## config.mk

```make
export PLATFORM = sky130hd
export DESIGN_NAME = chunked_body_decoder
export DESIGN_NICKNAME = d
export VERILOG_FILES = /design/src/rtl/cbd_pkg.sv /design/src/rtl/cbd_rslt_fifo.sv /design/src/rtl/chunked_body_decoder.sv
export SDC_FILE = /design/constraint.sdc
export NUM_CORES = 1
export LEC_CHECK = 0
export ABC_AREA = 1
export BUFFER_PORTS_ARGS = -buffer_cell sky130_fd_sc_hd__buf_2
export CAP_MARGIN = 10
export CORE_MARGIN = 4
export CORE_UTILIZATION = 57
export DETAILED_ROUTE_END_ITERATION = 10
export PLACE_DENSITY_LB_ADDON = 0.25
export RECOVER_POWER = 25
export SYNTH_ARGS = -nofsm -noshare
export SYNTH_HDL_FRONTEND = slang
export SYNTH_HIERARCHICAL = 1
export SYNTH_SLANG_ARGS = --single-unit
```

## constraint.sdc

```tcl
create_clock -name clk -period 3.7 [get_ports clk]
set_input_delay 0.37 -clock clk [delete_from_list [all_inputs] [get_ports clk]]
set_output_delay 0.37 -clock clk [all_outputs]
set_load 0.05 [all_outputs]
```

## src/rtl/cbd_pkg.sv

```systemverilog
`timescale 1ns / 1ps
// ----------------------------------------------------------------------------
// cbd_pkg
// Types and codes shared by the chunked body decoder and its result queue.
// ----------------------------------------------------------------------------
package cbd_pkg;

	typedef logic [1:0] kind_t;

	localparam kind_t KIND_DATA  = 2'd0;
	localparam kind_t KIND_END   = 2'd1;
	localparam kind_t KIND_TRUNC = 2'd2;
	localparam kind_t KIND_OVF   = 2'd3;

	typedef struct packed {
		logic [7:0] byte_value;
		logic       end_of_input;
	} in_item_t;

	typedef struct packed {
		kind_t      kind;
		logic [7:0] data_byte;
	} out_item_t;

	// results of one input byte: first always present, second when two is set
	typedef struct packed {
		logic      two;
		out_item_t first;
		out_item_t second;
	} rslt_pair_t;

	typedef struct packed {
		logic room;
		logic full;
	} q_status_t;

endpackage

```

## src/rtl/cbd_rslt_fifo.sv

```systemverilog
`timescale 1ns / 1ps
// ----------------------------------------------------------------------------
// cbd_rslt_fifo
// Two-entry queue of result pairs, unpacked onto the result channel one
// transaction at a time.
// ----------------------------------------------------------------------------
module cbd_rslt_fifo (
	input  logic                clk,
	input  logic                arst_n,
	input  logic                push,
	input  cbd_pkg::rslt_pair_t push_data,
	output cbd_pkg::q_status_t  status,
	output logic                result_valid,
	input  logic                result_ready,
	output cbd_pkg::out_item_t  result
);

	cbd_pkg::rslt_pair_t entry_q [2];
	logic                wr_ptr_q;
	logic                rd_ptr_q;
	logic [1:0]          count_q;
	logic                second_q;
	logic                take;
	logic                pop;

	assign result_valid = (count_q != 2'd0);
	assign take         = result_valid && result_ready;
	assign pop          = take && (second_q || !entry_q[rd_ptr_q].two);
	assign result       = second_q ? entry_q[rd_ptr_q].second : entry_q[rd_ptr_q].first;
	assign status.full  = (count_q == 2'd2);
	assign status.room  = !status.full || pop;

	always_ff @(posedge clk) begin
		if (push) begin
			entry_q[wr_ptr_q] <= push_data;
		end
	end

	always_ff @(posedge clk or negedge arst_n) begin
		if (!arst_n) begin
			wr_ptr_q <= 1'b0;
			rd_ptr_q <= 1'b0;
			count_q  <= 2'd0;
			second_q <= 1'b0;
		end else begin
			if (push) begin
				wr_ptr_q <= !wr_ptr_q;
			end
			if (pop) begin
				rd_ptr_q <= !rd_ptr_q;
				second_q <= 1'b0;
			end else if (take) begin
				second_q <= 1'b1;
			end
			count_q <= count_q + {1'b0, push} - {1'b0, pop};
		end
	end

`ifndef SYNTHESIS
	a_no_overfill: assert property (@(posedge clk) disable iff (!arst_n)
		push |-> status.room)
		else $error("result queue written while full");

	a_second_only_pairs: assert property (@(posedge clk) disable iff (!arst_n)
		second_q |-> result_valid && entry_q[rd_ptr_q].two)
		else $error("second result shown for a single-result entry");
`endif

endmodule

```

## src/rtl/chunked_body_decoder.sv

```systemverilog
`timescale 1ns / 1ps
// ----------------------------------------------------------------------------
// chunked_body_decoder
// HTTP chunked transfer decoder: raw body bytes in, payload bytes and
// end-of-body, truncation and size-overflow markers out.
// ----------------------------------------------------------------------------
// One body byte is taken per clock while the result queue has room. Each byte
// is held in an input register, decoded by the size-line/data state machine
// once the queue has room and its results written to a two-entry result queue
// that drives the result port. A byte yields at most two results (a
// payload byte followed by a truncation marker when it carries end_of_input);
// the result port moves one per cycle, so such a byte takes two transfers on the
// output side. The sustained rate is therefore one byte per cycle, set by the
// single result port, while the consumer keeps result_ready high. SIZE_BITS sets
// the width of the chunk size and remaining-byte count.
// ----------------------------------------------------------------------------
module chunked_body_decoder #(
	parameter int SIZE_BITS = 32
) (
	input  logic               clk,
	input  logic               arst_n,
	input  logic               item_valid,
	output logic               item_ready,
	input  cbd_pkg::in_item_t  item,
	output logic               result_valid,
	input  logic               result_ready,
	output cbd_pkg::out_item_t result
);

	typedef enum logic [2:0] {
		PH_WS,
		PH_HEX,
		PH_REST,
		PH_DATA,
		PH_TRAIL,
		PH_DONE,
		PH_ERROR
	} phase_t;

	logic                 valid_s1;
	cbd_pkg::in_item_t    item_s1;
	cbd_pkg::q_status_t   q_status;
	logic                 advance;

	phase_t               phase_q, phase_n;
	logic [SIZE_BITS-1:0] acc_q, acc_n;
	logic [SIZE_BITS-1:0] rem_q, rem_n;
	logic                 saw_q, saw_n;

	logic                 is_lf;
	logic                 is_blank;
	logic                 hex_ok;
	logic [3:0]           hex_val;
	logic                 do_hex;
	logic                 fin;
	logic                 prim;
	cbd_pkg::out_item_t   prim_item;
	logic                 trunc;
	cbd_pkg::rslt_pair_t  pair;
	logic                 push;

	assign advance    = valid_s1 && q_status.room;
	assign item_ready = !valid_s1 || q_status.room;

	always_ff @(posedge clk or negedge arst_n) begin
		if (!arst_n) begin
			valid_s1 <= 1'b0;
		end else if (item_ready) begin
			valid_s1 <= item_valid;
		end
	end

	always_ff @(posedge clk) begin
		if (item_ready && item_valid) begin
			item_s1 <= item;
		end
	end

	assign is_lf    = (item_s1.byte_value == 8'h0A);
	assign is_blank = (item_s1.byte_value == 8'h20) || (item_s1.byte_value == 8'h09) ||
	                  (item_s1.byte_value == 8'h0B) || (item_s1.byte_value == 8'h0C) ||
	                  (item_s1.byte_value == 8'h0D);

	always_comb begin
		hex_ok  = 1'b1;
		hex_val = item_s1.byte_value[3:0];
		if (item_s1.byte_value >= 8'h30 && item_s1.byte_value <= 8'h39) begin
			hex_val = item_s1.byte_value[3:0];
		end else if ((item_s1.byte_value >= 8'h61 && item_s1.byte_value <= 8'h66) ||
		             (item_s1.byte_value >= 8'h41 && item_s1.byte_value <= 8'h46)) begin
			hex_val = item_s1.byte_value[3:0] + 4'd9;
		end else begin
			hex_ok = 1'b0;
		end
	end

	always_comb begin
		phase_n   = phase_q;
		acc_n     = acc_q;
		rem_n     = rem_q;
		saw_n     = saw_q;
		do_hex    = 1'b0;
		fin       = 1'b0;
		prim      = 1'b0;
		prim_item = '0;
		trunc     = 1'b0;

		unique case (phase_q)
			PH_WS: begin
				if (is_lf) begin
					fin = 1'b1;
				end else if (!is_blank) begin
					phase_n = PH_HEX;
					do_hex  = 1'b1;
				end
			end
			PH_HEX: begin
				do_hex = 1'b1;
			end
			PH_REST: begin
				fin = is_lf;
			end
			PH_DATA: begin
				prim                = 1'b1;
				prim_item.kind      = cbd_pkg::KIND_DATA;
				prim_item.data_byte = item_s1.byte_value;
				rem_n               = rem_q - {{(SIZE_BITS-1){1'b0}}, 1'b1};
				if (rem_n == '0) begin
					phase_n = PH_TRAIL;
				end
			end
			PH_TRAIL: begin
				if (is_lf) begin
					phase_n = PH_WS;
					acc_n   = '0;
					saw_n   = 1'b0;
				end
			end
			PH_DONE, PH_ERROR: begin
			end
			default: begin
				phase_n = PH_ERROR;
			end
		endcase

		if (do_hex) begin
			if (is_lf) begin
				fin = 1'b1;
			end else if (!hex_ok) begin
				phase_n = PH_REST;
			end else if (acc_q[SIZE_BITS-1 -: 4] != 4'd0) begin
				prim           = 1'b1;
				prim_item.kind = cbd_pkg::KIND_OVF;
				phase_n        = PH_ERROR;
			end else begin
				acc_n = {acc_q[SIZE_BITS-5:0], hex_val};
				saw_n = 1'b1;
			end
		end

		if (fin) begin
			if (!saw_q || acc_q == '0) begin
				prim           = 1'b1;
				prim_item.kind = cbd_pkg::KIND_END;
				phase_n        = PH_DONE;
			end else begin
				rem_n   = acc_q;
				phase_n = PH_DATA;
			end
		end

		if (item_s1.end_of_input) begin
			trunc   = (phase_n != PH_DONE) && (phase_n != PH_ERROR);
			phase_n = PH_WS;
			acc_n   = '0;
			rem_n   = '0;
			saw_n   = 1'b0;
		end
	end

	always_comb begin
		pair             = '0;
		pair.second.kind = cbd_pkg::KIND_TRUNC;
		if (prim) begin
			pair.first = prim_item;
			pair.two   = trunc;
		end else begin
			pair.first.kind = cbd_pkg::KIND_TRUNC;
		end
	end

	assign push = advance && (prim || trunc);

	always_ff @(posedge clk or negedge arst_n) begin
		if (!arst_n) begin
			phase_q <= PH_WS;
			acc_q   <= '0;
			rem_q   <= '0;
			saw_q   <= 1'b0;
		end else if (advance) begin
			phase_q <= phase_n;
			acc_q   <= acc_n;
			rem_q   <= rem_n;
			saw_q   <= saw_n;
		end
	end

	cbd_rslt_fifo u_rslt_fifo (
		.clk          (clk),
		.arst_n       (arst_n),
		.push         (push),
		.push_data    (pair),
		.status       (q_status),
		.result_valid (result_valid),
		.result_ready (result_ready),
		.result       (result)
	);

`ifndef SYNTHESIS
	a_stall_holds: assert property (@(posedge clk) disable iff (!arst_n)
		valid_s1 && !advance |=> valid_s1 && $stable(item_s1))
		else $error("held transaction lost or changed while stalled");

	a_data_nonzero: assert property (@(posedge clk) disable iff (!arst_n)
		phase_q == PH_DATA |-> rem_q != '0)
		else $error("data phase with nothing left to pass");

	a_restart: assert property (@(posedge clk) disable iff (!arst_n)
		advance && item_s1.end_of_input |=> phase_q == PH_WS && acc_q == '0 && !saw_q)
		else $error("state not restarted after end of input");
`endif

endmodule

```

### Word level (Yosys, flattened, before mapping)

Memories as Yosys holds them, arrays and structs flattened.
Index checks and enable logic that the tools add are counted.

* bits in writable memories: 22
* memories kept: 1
* bits of input ports: 13
* output and inout port bits: 12
* bits in registers: 83

Memories
* u_rslt_fifo.entry_q: depth 2, width 11, rd ports 1, clocked after Yosys merged registers in 0, write ports 1, line cbd_rslt_fifo.sv:18 `cbd_pkg::rslt_pair_t entry_q [2];`

* add/subtract/negate cells: 4
* reduce and logical (&&, ||, !) cells: 32
* $lt $le $gt $ge: 6
* mux-type cells: 64
* equal/unequal tests: 15

Operators with widths (count)
* 32-bit 2-to-1 mux: 11
* 32-bit zero test: 2
* 8-bit by 4-bit == test with 1-bit output (second input constant): 5
* 3-bit 2-to-1 mux: 11
* 32-bit by 1-bit subtractor with 32-bit output (second input constant): 1
* 1-bit 2-to-1 mux: 27
* 8-bit by 7-bit greater-or-equal comparator with 1-bit output (second input constant): 2
* 8-bit by 7-bit less-or-equal comparator with 1-bit output (second input constant): 2
* 8-bit 2-to-1 mux: 2
* 2-bit 2-to-1 mux: 7
* 3-bit case mux with 4 select lines: 1
* 1-bit logical OR: 10
* 10-bit 2-to-1 mux: 1
* 3-bit == test (second input constant): 3
* 1-bit logical AND: 9
* 8-bit by 6-bit == test with 1-bit output (second input constant): 1
* 8-bit by 6-bit greater-or-equal comparator with 1-bit output (second input constant): 1
* 8-bit by 6-bit less-or-equal comparator with 1-bit output (second input constant): 1
* 4-bit 2-to-1 mux: 2
* 3-bit by 2-bit == test with 1-bit output (second input constant): 2
* 1-bit zero test: 6
* 3-bit inequality test (second input constant): 2
* 4-bit adder (second input constant): 1
* 1-bit case mux with 2 select lines: 2
* 8 further kinds: 9

### Depth between registers and ports, before layout

Gate-level depths: netlist (run 1).

* depth after elaboration: 20
* mapped depth: 24

### Hierarchy

The synthesis (run 1) kept the hierarchy.

By module, submodules not included
* chunked_body_decoder: area each 5222.5 um^2, cells each 755, sequential area each 1996.9 um^2, times used 1
* cbd_rslt_fifo: area each 1835.5 um^2, cells each 135, sequential area each 1386.3 um^2, times used 1

### Worst setup path after synthesis (run 1)

OpenSTA, ideal clock, no wires.

* kind: register to register
* from: register rem_q[0]
* to: memory u_rslt_fifo/entry_q[0][0] (netlist bit), enable pin
* period minus slack after synthesis: 3.557 ns
* arrival time: 3.158 ns
* path slack: 0.143 ns
* path buffers: 0
* setup time: 0.399 ns
* required time: 3.301 ns
* stages on the path, launching flop included: 21
* path through: dfrtp_1 inv_1 ha_1 nand2_1 nor2_2 nand2_1 o21ai_0 nand2_1 nor2_1 nand2_1 nor2_1 nand3_1 nand2_1 nand3_1 nand2_1 nand3_1 nand2_1 nand2_1 a21oi_2 inv_1 nor2_1

* word-level cells in the longest chain between the ends: 16

Ends and longest elaborated chain
* start: declaration: line chunked_body_decoder.sv:47 `logic [SIZE_BITS-1:0] rem_q, rem_n;`
* start signal: assignment: line chunked_body_decoder.sv:203 `rem_q <= rem_n;`
* 32-bit by 1-bit subtractor with 32-bit output (*): line chunked_body_decoder.sv:127 `rem_n = rem_q - {{(SIZE_BITS-1){1'b0}}, 1'b1};`
* 32-bit zero test (*): line chunked_body_decoder.sv:128 `if (rem_n == '0) begin`
* 3-bit 2-to-1 mux (*): line chunked_body_decoder.sv:128
* 3-bit case mux with 4 select lines (*): line chunked_body_decoder.sv:108 `unique case (phase_q)`
* 3-bit 2-to-1 mux: line chunked_body_decoder.sv:151 `end else if (acc_q[SIZE_BITS-1 -: 4] != 4'd0) begin`
* 3-bit 2-to-1 mux: line chunked_body_decoder.sv:149 `end else if (!hex_ok) begin`
* 3-bit 2-to-1 mux: line chunked_body_decoder.sv:147 `if (is_lf) begin`
* 3-bit 2-to-1 mux (*): line chunked_body_decoder.sv:146 `if (do_hex) begin`
* 3-bit 2-to-1 mux (*): line chunked_body_decoder.sv:161 `if (fin) begin`
* 3-bit inequality test: line chunked_body_decoder.sv:173 `trunc = (phase_n != PH_DONE) && (phase_n != PH_ERROR);`
* 1-bit logical AND (*): line chunked_body_decoder.sv:173
* 1-bit 2-to-1 mux (*): line chunked_body_decoder.sv:172 `if (item_s1.end_of_input) begin`
* 1-bit logical OR (*): line chunked_body_decoder.sv:192 `assign push = advance && (prim || trunc);`
* 1-bit logical AND (*): line chunked_body_decoder.sv:192
* net push: line chunked_body_decoder.sv:60 `logic push;`
* 1-bit 2-to-1 mux (*): line cbd_rslt_fifo.sv:34 `if (push) begin`
* 1-bit 2-to-1 mux (implied by the code) (*): line cbd_rslt_fifo.sv:35 `entry_q[wr_ptr_q] <= push_data;`
* end: declaration: line cbd_rslt_fifo.sv:18

The timed path passes the listed nets; every way through them passes the cells marked *.

### Worst setup path in the final report (run 1)

* from: register rem_q[0]
* to: memory u_rslt_fifo/entry_q[0][14] (netlist bit), enable pin

Same word-level chain as after synthesis.

==> flow_summary.ini, run 1 <==
[synth]
synth.area.top_cells = dfrtp_1 26%, edfxtp_1 22%, nand2_1 10%
synth_top_area_cell = dfrtp_1
synthCells = 890
ys_top_cells_by_count = 194 x nand2_1, 130 x nor2_1, 87 x o21ai_0
synth-edff-count = 51
avgSynthCellArea_um2 = 7.93
syn-cell-area_um2 = 7060
async_flop_share_pct = 59.2
synth_ff_type = dfrtp_1
yosysMostFrequentCell = nand2_1
synth_top_area_share_pct = 26.2
yosysWarnings = 6
synth.distinct_cells = 35
ys_ff_latch = 125
ys_seq_area_share_pct = 47.9

[finish]
regArea_um2 = 3380
layout-drive-gt1-share_pct = 10.3
final_cells = 1103
n_fill_cell = 999
multiInputGateArea_um2 = 3270
fin_nets = 942
diodes = 0
area_growth_pct = 13.9

[global_route]
grt_pass1_wl_um = 30000
grt_pass1_vias = 5973
grt_usage_pct = 26.5
antenna_found_initial = 0
gr-total-overflow = 0
grt_max_degree = 75

[route]
wl_per_cell_um = 16.4
vias = 6366
routed_wl_um = 18000
via_per_inst = 5.77
drtAntennaViolNets = 0
drtIter0Drc = 636
first_pass_iters = 6
drc = 0

[placement]
hpwl_um = 12100
placedCellCount = 1071
port_buffers = 24
gp_congestion = 0.947

[clock_network]
hold_buffers = 0
cts_sinks = 125
path_clk_slew_ns = 0.06
cts_tree = done
cts-root-buf = clkbuf_16
cts_buffers = 17
cts_buffer_depth = 2
ctsHtreeMaxLevel = 4
clk_latency_ns = 0.42

[hold_path]
hold_class = in2reg

[power_and_ir_drop]
fin_total_pwr_mw = 8.33
power_density_nw_per_um2 = 1040
p_leak_nw = 3.54
ir_worst_vdd_mv = 0.429

[floorplan]
fp.dieW_um = 119
rows = 40
ios = 25
core-area_um2 = 12100
die_area_um2 = 14200
die_h_um = 119
start_util_pct = 58.5

[sta]
grt_setup_unrepaired = no
fmax_mhz = 302
slew_viol_final = 75
period_needed_ns = 3.31
setup_viol = 0
hold_viol_final = 0
relSlewSlack_pct = -26.5
skew_ns = 0.00484
period_share_pct = 89.4
worst_pin_slew_ns = 1.90
fin_tns_setup_ns = 0

[worst_setup_path]
start_kind = flip-flop
cp.required_ns = 3.82
arrival_ns = 3.42
crit_type = reg2reg
worst-path-max-fanout = 21
crit_path_end_kind = flip-flop

[job]
max_cap_violations = 1

[run_status]
outcome = finished, violations left
violations = max-capacitance violations, max-slew violations
-- registers in the layout (all words and copies together) (netlist names) --
signal,cells
u_rslt_fifo/entry_q,42
acc_q,32
rem_q,32
item_s1,9
phase_q,3
u_rslt_fifo/count_q,2
saw_q,1
u_rslt_fifo/rd_ptr_q,1
u_rslt_fifo/second_q,1
u_rslt_fifo/wr_ptr_q,1
valid_s1,1
-- power breakdown --
group          switching (mW)  internal (mW)  leakage (nW)
registers               0.236           1.69          1.49
logic                    3.21           1.37          1.75
clock network           0.610           1.21         0.303
-- worst max-delay path: stages, from the launching register on --
cell and delay, ns:
dfrtp_1 0.40, inv_2 0.14, ha_1 0.22, nand2_1 0.11, inv_1 0.12, nand2_1 0.11, nor2_1 0.20, nand3_1 0.10
nand2_1 0.10, nand3_1 0.08, nor2_1 0.10, nand3_1 0.15, nand2_1 0.12, nand3_1 0.08, nand2_1 0.11, nand3_1 0.10
nand2_1 0.08, nand2_1 0.07, a21oi_2 0.21, inv_1 0.08, nor2_2 0.10, buf_6 0.23
-- logic make-up after synthesis --
logic type / share of synthesized area [%]
buffers and inverters: 7.02
XOR/XNOR: 0.833
AND/OR/NAND/NOR: 24.2
adder cells (fa/ha/maj): 1.24
other: 0.106
AO/OA/AOI/OAI: 18.7
flip-flops: 47.9
-- routing by layer --
metal	wire length (µm)	global-route usage, %	vias to the layer above
met5	0	0	-
met4	395	9.70	0
met3	1420	6.36	35
met2	7990	39.0	259
met1	8230	38.2	2991
li1	-	-	3081
-- final cells by class --
class	instances	area share, %
sequential	125	42.1
clock inverter	11	2.37
multi-input combinational	657	40.7
clock buffer	21	5.60
tap	168	2.62
inverter	87	4.06
timing repair buffer	34	2.52
-- cell usage in the layout (no fill, tap or decap), drive strengths merged, types with 11 or more instances in the layout --
cell	synthesis	layout
o21ai	118	118
buf	10	33
a21oi	13	13
nor2	142	142
inv	87	88
nand4	11	11
conb	2	20
clkbuf	29	22
o22ai	34	34
a22oi	25	25
o211ai	30	30
dfrtp	74	74
nand2	199	199
nand3	36	36
edfxtp	51	51
-- path summary, 6_finish.rpt --
check / from / endpoint / slack, ns / cells past startpoint
worst max-delay path: rem_q[0] / u_rslt_fifo/entry_q[0][14] / 0.39 / 21
max in group asynchronous: arst_n / acc_q[17] / 2.12 / 1
worst max register to register: rem_q[0] / u_rslt_fifo/entry_q[0][14] / 0.39 / 21
worst min register to register: valid_s1 / valid_s1 / 0.52 / 2
worst min-delay path: item[5] / item_s1[5] / 0.12 / 1
min in group asynchronous: arst_n / rem_q[9] / 0.48 / 1
-- repair_timing --
item	CTS	global route
setup endpoints to repair	0	42
buffers inserted	0	0
resized for setup	0	3
-- stage by stage --
stage / area [µm²] / util, % / hold WS (ns) / setup WS (ns)
finish: 8040 / 66.6 / 0.118 / 0.393
global route: 8040 / 66.6 / 0.113 / 0.0398
CTS: 8030 / 66.6 / 0.108 / 0.299
detailed placement: 7390 / 61.3 / 0.504 / 0.370
global placement: 7390 / 61.3 / 0.495 / 0.473
floorplan: 7130 / - / 0.0744 / 0.143
Power figures use the tool's default switching activity.
==> inputs of run 2 (changes only) <==
--- a/config.mk
+++ b/config.mk
@@ -11,7 +11,7 @@
 export CORE_MARGIN = 4
 export CORE_UTILIZATION = 57
 export DETAILED_ROUTE_END_ITERATION = 10
-export PLACE_DENSITY_LB_ADDON = 0.25
+export PLACE_DENSITY = 0.76
 export RECOVER_POWER = 25
 export SYNTH_ARGS = -nofsm -noshare
 export SYNTH_HDL_FRONTEND = slang
==> run 2 against run 1 <==
Against the previous run:
- the run still ends with max-capacitance violations, max-slew violations left
- sequential cell count unchanged
- core utilization decreased by 0.43 points
- clock power decreased by 9.9%
- maximum frequency decreased by 3.1%
- highest routed layer unchanged
==> flow_summary.ini, run 2 (synthesized netlist as in run 1, its figures left out) <==
[sta]
slew_viol_final = 75
relSlewSlack_pct = -29.9
grt_setup_unrepaired = no
worst_pin_slew_ns = 1.95
hold_viol_final = 0
setup_viol = 0
period_needed_ns = 3.41
fin_tns_setup_ns = 0
skew_ns = 0.00863
fmax_mhz = 293
period_share_pct = 92.2

[placement]
port_buffers = 24
gp_congestion = 0.932
placedCellCount = 1072
hpwl_um = 12100

[route]
drtAntennaViolNets = 0
wl_met2_um = 7640
top_layer = met4
first_pass_iters = 6
routed_wl_um = 17600
wl_per_cell_um = 16.0
wirelength_met1_um = 8280
drtIter0Drc = 730
drc = 0
vias = 6313
dr_wl_met3_um = 1450
via_per_inst = 5.72

[finish]
n_fill_cell = 1022
final_cell_mix = 194 x nand2_1, 127 x nor2_1, 87 x o21ai_0
multiInputGateArea_um2 = 3270
area_growth_pct = 13.2
fin_nets = 943
final_cells = 1104
layout-drive-gt1-share_pct = 10.7
regArea_um2 = 3380
largest-register = u_rslt_fifo/entry_q
final_common_cell = nand2_1
largest_register_ffs = 42
diodes = 0
largest_registers = u_rslt_fifo/entry_q: 42 flops, acc_q: 32 flops, rem_q: 32 flops

[worst_setup_path]
reg2reg_slack_ns = 0.29
start_kind = flip-flop
crit_type = reg2reg
cp.required_ns = 3.81
arrival_ns = 3.52
crit_path_end_kind = flip-flop
worst-path-max-fanout = 21

[floorplan]
die_h_um = 119
fp.dieW_um = 119
rows = 40
die_area_um2 = 14200
ios = 25
start_util_pct = 58.5
core-area_um2 = 12100

[global_route]
gr-total-overflow = 0
grt_max_degree = 75
antenna_found_initial = 0
grt_pass1_vias = 5825
grt_usage_pct = 26.2
grt_pass1_wl_um = 29400

[hold_path]
hold_class = in2reg

[clock_network]
cts_tree = done
cts_buffer_depth = 2
ctsHtreeMaxLevel = 4
cts_buffers = 17
cts_sinks = 125
path_clk_slew_ns = 0.06
cts-root-buf = clkbuf_16
clk_latency_ns = 0.42
hold_buffers = 0

[power_and_ir_drop]
ir_worst_vdd_mv = 0.512
fin_total_pwr_mw = 8.09
power_density_nw_per_um2 = 1010
p_leak_nw = 3.51

[run_status]
violations = max-capacitance violations, max-slew violations
outcome = finished, violations left

[job]
max_cap_violations = 1
run 2: cell types whose count changed in the layout (fill, tap and decap cells not counted), sizes merged:
cell / delta
clkinv: +2
buf: +1
bufinv: -3
clkbuf: -2
clkinvlp: +3
run 2: stage by stage:
stage / hold WS (ns) / setup slack [ns] / cell area, µm² / util (%)
after CTS: 0.108 / 0.316 / 7990 / 66.2
after floorplan: 0.0744 / 0.143 / 7130 / -
after detailed placement: 0.510 / 0.360 / 7400 / 61.3
after global routing: 0.114 / 0.0283 / 7990 / 66.2
final: 0.123 / 0.287 / 7990 / 66.2
after global placement: 0.494 / 0.451 / 7400 / 61.3
run 2: path summary, 6_finish.rpt:
kind / start / endpoint / cells after the start
max: rem_q[0] / u_rslt_fifo/entry_q[0][8] / 21
min: item[4] / item_s1[4] / 1
max reg2reg: rem_q[0] / u_rslt_fifo/entry_q[0][8] / 21
min reg2reg: valid_s1 / valid_s1 / 2
max in group asynchronous: arst_n / rem_q[23] / 1
min in group asynchronous: arst_n / rem_q[11] / 1
run 2: what timing repair did:
action	in CTS	in global routing
buffers inserted	0	0
gates resized for setup	0	1
hold endpoints to repair	0	0
endpoints found under the setup margin	0	21
run 2: critical path, stage by stage (launching register included):
cell and delay (ns):
dfrtp_1 0.39, inv_1 0.21, ha_1 0.24, nand2_1 0.11, inv_1 0.13, nand2_1 0.11, nor2_1 0.22, nand3_1 0.10
nand2_1 0.10, nand3_1 0.09, nor2_1 0.10, nand3_1 0.14, nand2_1 0.12, nand3_1 0.09, nand2_1 0.08, nand3_1 0.07
nand2_1 0.07, nand2_1 0.07, a21oi_2 0.22, inv_1 0.08, nor2_2 0.12, buf_6 0.24
run 2: cell type report:
cell class | count | area share, %
repair buffers | 35 | 2.58
clock buffers | 19 | 5.55
well taps | 168 | 2.63
flip-flops and latches | 125 | 42.4
multi-input cells | 657 | 41.0
clock inverters | 13 | 1.79
inverters | 87 | 4.09
run 2: report_power, final:
part	internal, mW	switching (mW)
registers	1.69	0.233
clock network	1.01	0.630
logic	1.37	3.15
total	4.07	4.02
run 2: routing by layer:
layer	GRT usage [%]	vias to the layer above
li1	-	3092
met1	39.7	2949
met2	37.5	253
met3	5.03	19
met4	8.76	0
met5	0	-
==> inputs of run 3 (changes only) <==
--- a/config.mk
+++ b/config.mk
@@ -8,11 +8,14 @@
 export ABC_AREA = 1
 export BUFFER_PORTS_ARGS = -buffer_cell sky130_fd_sc_hd__buf_2
 export CAP_MARGIN = 10
+export CELL_PAD_IN_SITES_DETAIL_PLACEMENT = 1
+export CELL_PAD_IN_SITES_GLOBAL_PLACEMENT = 1
 export CORE_MARGIN = 4
-export CORE_UTILIZATION = 57
+export CORE_UTILIZATION = 43
 export DETAILED_ROUTE_END_ITERATION = 10
 export PLACE_DENSITY = 0.76
 export RECOVER_POWER = 25
+export SKIP_LAST_GASP = 1
 export SYNTH_ARGS = -nofsm -noshare
 export SYNTH_HDL_FRONTEND = slang
 export SYNTH_HIERARCHICAL = 1
==> run 3 against run 2 <==
Against the previous run:
- the run still ends with max-capacitance violations, max-slew violations left
- largest cell class unchanged
- final cell count rose by 4.3%
- core utilization fell by 16 points
- critical path depth did not move
- largest power group unchanged
- sequential share of layout area fell by 0.47 points
- clock skew barely moved
- total power rose by 4.4%
- non-clock buffer count did not move
- die area rose by 30%
- highest routed layer unchanged
- maximum frequency rose by 1.1%
- cell area rose by 1.1%
- sequential cell count did not move
- clock-buffer cell count fell by 2
==> flow_summary.ini, run 3 (synthesized netlist as in run 1, its figures left out) <==
[hold_path]
hold_path_end = item_s1[4]
hold_class = in2reg
min_from = item[4]
hold_path_depth = 1

[clock_network]
cts_sinks = 125
ctsResizeCount = 0
hold_buffers = 0
cts-root-buf = clkbuf_16
ctsHtreeMaxLevel = 4
cts_setup_buffers = 0
path_clk_slew_ns = 0.06
cts_tree = done
cts_buffer_depth = 2
clk_latency_ns = 0.43
cts_buffers = 17

[worst_setup_path]
crit_chain = inv_2 > ha_2 > nand2_1 > inv_1 > nand2_1 > o21ai_0 > nand2_1 > nor2_1 > nand2_1 > nor2_1 > nand3_2 > nand2_1 > nand3_1 > nand2_1 > nand3_1 > nand2_1 > nand2_1 > a21oi_4 > inv_1 > nor2_2 > buf_12
crit_type = reg2reg
start_kind = flip-flop
arrival_ns = 3.51
max_stage_delay_ns = 0.41
cp_slowest_cell = dfrtp_1
crit_top_cell = nand2_1
crit_family = simple AND/OR/NAND/NOR gates
rr_startpoint = rem_q[0]
crit_path_end_kind = flip-flop
cp.required_ns = 3.83
critPathBufInv = 4
worst-path-max-fanout = 21
reg2reg_slack_ns = 0.32
rr_endpoint = u_rslt_fifo/entry_q[0][3]
r2r_cells = 21

[global_route]
antenna_found_initial = 0
grt_usage_pct = 24.8
grt_pass1_wl_um = 35300
grt_max_degree = 75
gr-total-overflow = 0
grt_pass1_vias = 6518

[finish]
fin_nets = 943
largest_registers = u_rslt_fifo/entry_q: 42 flops, acc_q: 32 flops, rem_q: 32 flops
layout-drive-gt1-share_pct = 10.9
diodes = 0
final_cells = 1152
area_growth_pct = 14.4
final_cell_mix = 194 x nand2_1, 127 x nor2_1, 87 x o21ai_0
largest_register_ffs = 42
largest-register = u_rslt_fifo/entry_q
final_common_cell = nand2_1

[power_and_ir_drop]
power_density_nw_per_um2 = 1040
p_sw_mw = 4.32
combPwrFrac_pct = 56.9
fin_total_pwr_mw = 8.44
ir_worst_vdd_mv = 0.418
power_frac_seq_pct = 22.8
p_leak_nw = 3.52
netSwitchingFraction_pct = 51.2
clockPowerShare_pct = 20.4
intPower_mw = 4.12

[sta]
fin_ws_ns = 0.323
setup_viol = 0
worst_pin_slew_ns = 2.02
skew_ns = 0.00912
hold_viol_final = 0
fmax_mhz = 296
grt_setup_unrepaired = no
fin_tns_setup_ns = 0
period_share_pct = 91.3
slew_viol_final = 75
timing.hold.ws_ns = 0.115
relSlewSlack_pct = -34.8
period_needed_ns = 3.38

[floorplan]
core-area_um2 = 16000
fp.dieW_um = 136
ios = 25
rows = 46
start_util_pct = 44.1
die_area_um2 = 18500
die_h_um = 136

[route]
drtAntennaViolNets = 0
via_per_inst = 5.62
vias = 6478
drc = 0
wl_per_cell_um = 19.1
routed_wl_um = 22000
first_pass_iters = 5
drtIter0Drc = 481

[placement]
gp_congestion = 0.928
placedCellCount = 1120
pre_cts_ws_ns = 0.156
port_buffers = 24
hpwl_um = 15500

[job]
max_cap_violations = 1

[run_status]
outcome = finished, violations left
violations = max-capacitance violations, max-slew violations
==> run 3: cell type report <==
| class | count | area [µm²] |
|---|---|---|
| sequential | 125 | 3380 |
| timing repair buffer | 35 | 219 |
| multi-input combinational | 657 | 3280 |
| tap | 216 | 270 |
| fill | 2007 | 7920 |
| clock buffer | 17 | 425 |
| inverter | 87 | 327 |
| clock inverter | 15 | 171 |
==> run 3: how the worst max path moves through the flow <==
stage	start	end	cells past startpoint
global route	rem_q[1]	u_rslt_fifo/entry_q[0][18]	23
global placement	rem_q[0]	u_rslt_fifo/entry_q[1][12]	23
finish	rem_q[0]	u_rslt_fifo/entry_q[0][3]	21
floorplan	rem_q[0]	u_rslt_fifo/entry_q[0][0]	20
detailed placement	rem_q[0]	u_rslt_fifo/entry_q[1][18]	23
CTS	rem_q[0]	u_rslt_fifo/entry_q[1][18]	21
==> run 3: metal layers <==
metal | vias up | track usage [%] | wire length [µm]
li1 | 3086 | - | -
met1 | 3213 | 36.7 | 10600
met2 | 159 | 36.9 | 10000
met3 | 20 | 5.81 | 1140
met4 | 0 | 5.66 | 231
met5 | - | 0 | 0
==> run 3: metrics by stage <==
step,instance area (µm²),util (%)
5_1_grt,8080,50.5
3_3_place_gp,7460,46.6
3_5_place_dp,7460,46.6
6_report,8080,50.5
2_1_floorplan,7130,-
4_1_cts,8060,50.4
==> run 3: power groups by stage <==
stage	Combinational (mW)	Sequential, mW	Clock (mW)
finish	4.80	1.92	1.72
global route	5.31	1.95	1.82
CTS	4.76	1.91	1.74
detailed placement	4.72	1.94	0
global placement	4.63	1.92	0
floorplan	3.55	1.85	0
